==> src/design/srsw_pkg.sv <==
// ----------------------------------------------------------------------------
// srsw_pkg
// Shared types and constants of the selective-repeat send window.
// ----------------------------------------------------------------------------
package srsw_pkg;

    localparam int NUM_CONN   = 4;
    localparam int CONN_W     = 2;
    localparam int WIN_SLOTS  = 32;
    localparam int SLOT_W     = 5;
    localparam int CNT_W      = SLOT_W + 1;
    localparam int ADDR_W     = CONN_W + SLOT_W;
    localparam int DEPTH      = NUM_CONN * WIN_SLOTS;
    localparam int LEN_W      = 11;
    localparam int MAX_CHUNK  = 1024;
    localparam int SEQ_W      = 32;
    localparam int LIMIT_W    = 6;
    localparam int TMO_W      = 16;
    localparam logic [LIMIT_W-1:0] LIMIT_RESET = 6'd10;
    localparam logic [TMO_W-1:0]   TMO_RESET   = 16'd10;

    typedef enum logic [1:0] {
        OP_SEND = 2'd0,
        OP_ACK  = 2'd1,
        OP_SCAN = 2'd2,
        OP_NONE = 2'd3
    } op_t;

    typedef enum logic [1:0] {
        KIND_REFUSED = 2'd0,
        KIND_NEW     = 2'd1,
        KIND_RESEND  = 2'd2
    } kind_t;

    typedef enum logic [0:0] {
        REG_LIMIT   = 1'b0,
        REG_TIMEOUT = 1'b1
    } reg_idx_t;

    // Classified request handed from front to back
    typedef struct packed {
        op_t               op;
        logic [CONN_W-1:0] conn;
        logic [SEQ_W-1:0]  ack;
        logic [LEN_W-1:0]  len;
        logic [SEQ_W-1:0]  now;
    } req_t;

    typedef struct packed {
        logic [LIMIT_W-1:0] limit;
        logic [TMO_W-1:0]   timeout;
    } cfg_t;

endpackage

==> src/design/srsw_front.sv <==
// ----------------------------------------------------------------------------
// srsw_front
// Accepts requests, drops those without effect, clamps lengths and queues
// the rest for the back end. Holds the configuration registers.
// ----------------------------------------------------------------------------
module srsw_front (
    input  logic                        clk,
    input  logic                        rst_n,
    input  logic                        in_valid,
    output logic                        in_ready,
    input  logic [1:0]                  operation,
    input  logic [srsw_pkg::CONN_W-1:0] conn_id,
    input  logic [srsw_pkg::SEQ_W-1:0]  ack_seq,
    input  logic [srsw_pkg::LEN_W-1:0]  chunk_len,
    input  logic [srsw_pkg::SEQ_W-1:0]  now_ms,
    input  logic                        cfg_valid,
    output logic                        cfg_ready,
    input  logic                        cfg_index,
    input  logic [31:0]                 cfg_data,
    output srsw_pkg::cfg_t              cfg,
    output logic                        q_valid,
    output srsw_pkg::req_t              q_req,
    input  logic                        q_pop
);
    import srsw_pkg::*;

    req_t               q_mem_reg [2];
    logic               wr_ptr_reg, rd_ptr_reg;
    logic [1:0]         count_reg;
    logic [LIMIT_W-1:0] limit_reg;
    logic [TMO_W-1:0]   tmo_reg;
    req_t               req;
    logic               keep, push;

    assign cfg_ready = 1'b1;
    assign cfg.limit = limit_reg;
    assign cfg.timeout = tmo_reg;

    // Write configuration
    always_ff @(posedge clk or negedge rst_n)
    begin
        if (!rst_n)
        begin
            limit_reg <= LIMIT_RESET;
            tmo_reg   <= TMO_RESET;
        end
        else if (cfg_valid)
        begin
            unique case (reg_idx_t'(cfg_index))
                REG_LIMIT:   limit_reg <= cfg_data[LIMIT_W-1:0];
                REG_TIMEOUT: tmo_reg   <= cfg_data[TMO_W-1:0];
                default: ;
            endcase
        end
    end

    // Classify: drop idle opcode and empty sends, clamp length
    always_comb
    begin
        req.op   = op_t'(operation);
        req.conn = conn_id;
        req.ack  = ack_seq;
        req.now  = now_ms;
        req.len  = (chunk_len > LEN_W'(MAX_CHUNK)) ? LEN_W'(MAX_CHUNK) : chunk_len;
        keep     = (req.op != OP_NONE) && !(req.op == OP_SEND && chunk_len == '0);
    end

    assign in_ready = (count_reg != 2'd2);
    assign push     = in_valid && in_ready && keep;
    assign q_valid  = (count_reg != 2'd0);
    assign q_req    = q_mem_reg[rd_ptr_reg];

    // Queue storage
    always_ff @(posedge clk)
    begin
        if (push)
            q_mem_reg[wr_ptr_reg] <= req;
    end

    // Queue pointers
    always_ff @(posedge clk or negedge rst_n)
    begin
        if (!rst_n)
        begin
            wr_ptr_reg <= 1'b0;
            rd_ptr_reg <= 1'b0;
            count_reg  <= 2'd0;
        end
        else
        begin
            if (push)
                wr_ptr_reg <= ~wr_ptr_reg;
            if (q_pop)
                rd_ptr_reg <= ~rd_ptr_reg;
            count_reg <= count_reg + 2'(push) - 2'(q_pop);
        end
    end

endmodule

==> config.mk <==
export PLATFORM = sky130hd
export DESIGN_NAME = srsw_front
export DESIGN_NICKNAME = d
export VERILOG_FILES = /design/src/design/srsw_pkg.sv /design/src/design/srsw_front.sv
export SDC_FILE = /design/constraint.sdc
export NUM_CORES = 1
export LEC_CHECK = 0
export ABC_AREA = 1
export BUFFER_PORTS_ARGS = -buffer_cell sky130_fd_sc_hd__buf_4
export CORE_MARGIN = 2
export CORE_UTILIZATION = 55
export DETAILED_ROUTE_END_ITERATION = 8
export GPL_ROUTABILITY_DRIVEN = 0
export GPL_TIMING_DRIVEN = 0
export PLACE_DENSITY = 0.85
export SYNTH_ARGS = -nofsm -noshare
export SYNTH_HDL_FRONTEND = slang
export SYNTH_SLANG_ARGS = --single-unit
==> constraint.sdc <==
create_clock -name clk -period 7 [get_ports clk]
set_clock_uncertainty 0.05 [all_clocks]
set_input_delay 0.35 -clock clk [delete_from_list [all_inputs] [get_ports clk]]
set_output_delay 0.35 -clock clk [all_outputs]
set_load 0.05 [all_outputs]
# After elaboration in Yosys (flattened, before gate mapping)
# Memory sizes are Yosys's and may differ from the RTL's.
# Index checks and enable logic that the tools add are counted.
[totals] reg_bits=26 ramBits=158 inputBits=117 output_inout_bits=104 n_memories=1
[op_classes] add_sub_neg=2 order_cmp=1 eq_ne=2 muxes=3 n_bitwise=3 reduce_logical=10
[mem_list] name="q_mem_reg" depth=2 word_bits=79 read_ports=1 rd_ports_with_merged_regs=0 wr=1 line="srsw_front.sv:27" rtl="req_t q_mem_reg [2];"
[op_table] op="11-bit greater-than comparator, second input constant" count=1
[op_table] op="11-bit logical NOT" count=1
[op_table] op="11-bit 2-to-1 mux" count=1
[op_table] op="1-bit logical AND" count=4
[op_table] op="2-bit inequality test, second input constant" count=2
[op_table] op="2-bit AND reduction" count=2
[op_table] op="1-bit NOT" count=3
[op_table] op="2-bit by 1-bit adder with 2-bit output" count=1
[op_table] op="2-bit logical NOT" count=1
[op_table] op="1-bit 2-to-1 mux" count=2
[op_table] op="2-bit nonzero test" count=1
[op_table] op="2-bit by 1-bit subtractor with 2-bit output" count=1
[op_table] op="1-bit logical NOT" count=1

# Depth between registers and ports, before layout
[depth] depth_word=7 depth_mapped=9 depth_no_buf=9

# Worst setup path after synthesis
# No wires, ideal clock.
[synth_path] path_kind="register -> register" from="register count_reg[1]" to="memory q_mem_reg[1][0] (netlist name), enable pin" setup_time_ps=517 t_arrival_ps=4402 setup_slack_ps=2031 stages_incl_launch_ff=6 n_path_buf=0 cell_sequence="dfrtp_1 > nand2_1 > nand2_1 > a21oi_1 > nand2_1 > nor2_1"
[synth_via] elab_chain_cells=5
[synth_rtl] item="from (decl)" line="srsw_front.sv:29" rtl="logic [1:0] count_reg;"
[synth_rtl] item="from (signal assigned)" line="srsw_front.sv:95" rtl="count_reg <= count_reg + 2'(push) - 2'(q_pop);"
[synth_rtl] item="2-bit inequality test" line="srsw_front.sv:68" rtl="assign in_ready = (count_reg != 2'd2);"
[synth_rtl] item="net in_ready" line="srsw_front.sv:10" rtl="output logic in_ready,"
[synth_rtl] item="1-bit logical AND (2 in series)" line="srsw_front.sv:69" rtl="assign push = in_valid && in_ready && keep;"
[synth_rtl] item="1-bit 2-to-1 mux" line="srsw_front.sv:76" rtl="if (push)"
[synth_rtl] item="1-bit 2-to-1 mux (not written as such)" line="srsw_front.sv:77" rtl="q_mem_reg[wr_ptr_reg] <= req;"
[synth_rtl] item="to (decl)" line="srsw_front.sv:27"
# The timed path passes the listed nets, and every way through them passes these cells.

# Final worst setup path
[layout_path] from="register count_reg[1]" to="memory q_mem_reg[1][18] (netlist name), enable pin"
[layout_via] elab_chain_cells=5
[layout_rtl] item="2-bit inequality test" line="srsw_front.sv:68"
[layout_rtl] item="1-bit logical AND (2 in series)" line="srsw_front.sv:69"
[layout_rtl] item="1-bit 2-to-1 mux" line="srsw_front.sv:76"
[layout_rtl] item="1-bit 2-to-1 mux (not written as such)" line="srsw_front.sv:77"
# No other way between the ends.

==> impl_metrics.yaml <==
logic_synthesis:
  synth_area_leaders: "edfxtp_1 (65%), mux2_4 (16%), dfrtp_1 (7.6%)"
  synthTopCellsByCount: "edfxtp_1 (158), mux2_4 (79), dfrtp_1 (22), nand2_1 (22), inv_1 (21)"
  netlist_area_um2: 7280
  synth_edf_count: 158
  synth_compound_area_share_pct: 1.05
  ys_seq_area_share_pct: 74.2
  synth_fa_ha_area_share_pct: 0.344
  yosysMostFrequentCell: "edfxtp_1"
  ys_async_sr_fraction_pct: 14.1
  yosys.area.top_type_share_pct: 65.2
  synthSimpleGateAreaFrac_pct: 2.32
  synth_top_family_by_area: "multiplexers"
  ys_types: 25
  synth_xor_area_share_pct: 0.361
  synth-seq-cells: 184
  avgSynthCellArea_um2: 19.7
  yosys_warnings: 0
  synth_nets: 489
  yosys_most_used_dff: "edfxtp_1"
  synthMuxAreaShare_pct: 17.8
  synthCells: 370
  synth_top_area_cell: "edfxtp_1"
pwr:
  clockPowerShare_pct: 20.8
  p_seq_share_pct: 34.0
  intPower_mw: 2.70
  p_leak_nw: 4.09
  power_frac_comb_pct: 45.2
  switchingPower_mw: 1.63
  p_per_area_nw_per_um2: 446
  totalPowerFinal_mw: 4.33
  ir_drop_v: 0.000181
  p_sw_share_pct: 37.7
critical_path:
  max_stage_delay_ns: 0.48
  timing.rr.start: "count_reg[1]"
  crit_fanout: 28
  crit_path_start: "count_reg[1]"
  start_kind: "flip-flop"
  path_cells: "nand2_1, nand2_1, a21oi_1, nand2_1, nor2_4, buf_16, buf_12"
  worstPathArrival_ns: 2.22
  worst_path_max_delay_cell: "nor2_4"
  end_kind: "flip-flop"
  crit_type: "reg -> reg"
  worst_ep_required_time_ns: 7.07
  cp_common_cell: "nand2_1"
cts:
  cts_resized: 0
  clock_sinks: 184
  cts_root_buffer: "clkbuf_16"
  clk_pin_slew_ns: 0.06
  insertion_delay_ns: 0.42
  clk_path_buf_depth: 2
  cts-htree-levels: 4
  cts_buffers: 17
  cts_tree: "yes"
timing:
  slew_viol_final: 0
  rsz0062_at_grt: "no"
  slew_headroom_pct: 61.6
  setup_violations: 0
  tns_ns: 0
  max_clock_freq_mhz: 465
  setup_slack_ns: 4.85
  timing.final.crit_share_pct: 30.7
  period_minus_slack_ns: 2.15
  whs_ns: 0.0660
  hold_violations: 0
  tightest_slew_ns: 0.575
global_route:
  grt_pass1_wl_mm: 21.5
  antenna_found_initial: 0
  grt_max_degree: 62
  grt_overflow: 0
  grt_use_total_pct: 20.1
  grt_pass1_vias: 4278
detailed_routing:
  wl_met1_mm: 5.25
  top_layer: "met4"
  firstDrtPassIters: 4
  wl_per_cell_um: 17.8
  initialDrtViolationCount: 240
  postRouteWirelength_mm: 14.0
  met3_length_mm: 1.16
  vias: 3927
  drc: 0
  wl_met2_mm: 7.38
  postRouteAntennaNets: 0
  vias_per_cell: 5.00
floorplanning:
  io_pins: 221
  rows: 42
  die_w_um: 119
  core_area_um2: 13100
  fp.dieH_um: 119
  dieArea_um2: 14200
  start_util_pct: 55.6
layout:
  area_delta_synth_final_pct: 33.3
  fill_cells: 804
  drive_gt1_share_pct: 56.7
  largest_reg_flops: 158
  utilization_pct: 74.2
  fin_area_um2: 9710
  design.final.nets: 716
  diodes: 0
  instances_no_fill: 786
placement:
  place_inst: 753
  place_area_um2: 9140
  hpwl_mm: 10.0
  pre_cts_slack_ns: 4.81
  io_buffers: 203
worst_hold_path:
  min_from: "now_ms[26]"
  min_path_type: "in -> reg"
run:
  cap_violations: 0
status:
  status: "finished clean"
## placed cells by master, fill, tap and decap left out
cell type	count
or2_2	1
xor2_1	1
a21boi_2	1
nand2_1	22
a21oi_1	1
nor3_1	1
buf_16	3
bufinv_16	2
dlygate4sd3_1	1
buf_12	9
inv_1	20
buf_2	1
nand2_2	1
o21ai_0	12
dfstp_2	4
clkbuf_1	4
nor2_2	1
buf_4	204
clkinv_2	4
clkinvlp_4	3
nor2_4	1
nor2_1	13
edfxtp_1	158
mux2_4	79
conb_1	1
buf_6	2
inv_6	2
xnor2_1	2
clkbuf_16	17
ha_1	2
inv_4	1
mux2_2	10
nand3_1	2
dfrtp_1	22
clkinv_1	2
## logic make-up (layout without fill, tap and decap cells)
kind of cell,after synthesis,count (layout)
AOI/OAI and AO/OA,14,14
xor gates and xnor gates,3,3
adders and majority gates,2,2
buffers and inverters,35,275
DFF,184,184
muxes,89,89
other,1,1
and+or+nand+nor,42,42
## layer usage
metal  up-vias  track usage, %
met5         -               0
met4         0            7.81
met3        21            6.47
met2       180            35.5
met1      1913            22.8
li1       1813               -
## power groups by stage
stage,Combinational [mW],Clock (mW),Sequential [mW]
3_3_place_gp,1.90,0,1.51
6_report,1.96,0.900,1.47
5_1_grt,2.03,0.962,1.49
2_1_floorplan,1.40,0,1.55
3_5_place_dp,1.97,0,1.49
4_1_cts,1.97,0.920,1.48
## path summary, 6_finish.rpt
kind	cells after the start	end	slack [ns]
max	7	q_mem_reg[1][18]	4.85
min	1	q_mem_reg[0][26]	0.07
max reg2reg	7	q_mem_reg[1][18]	4.85
min reg2reg	2	wr_ptr_reg	0.43
max in group asynchronous	2	limit_reg[1]	6.27
min in group asynchronous	2	limit_reg[5]	0.34
## timing repair
action / 4_1_cts / 5_1_grt
hold endpoints to repair: 22 / 0
setup endpoints to repair: 0 / 0
hold buffers: 1 / 0
setup buffers: 0 / 0
## critical path, delay by kind of cell, from the launching register on
family	cells	cell delay, ns
compound gates	1	0.16
buf+inv	2	0.45
flops	1	0.40
simple gates	4	0.77
## layout make-up
cell class / count / area (um^2) / area share [%]
timing repair buffer: 208 / 1640 / 16.9
sequential: 184 / 5400 / 55.6
tap: 176 / 220 / 2.27
inverter: 21 / 81.3 / 0.838
buffer: 14 / 203 / 2.09
multi-input combinational: 151 / 1610 / 16.5
clock inverter: 13 / 128 / 1.31
clock buffer: 19 / 433 / 4.46
No activity file was read; power rests on OpenSTA's default activity.
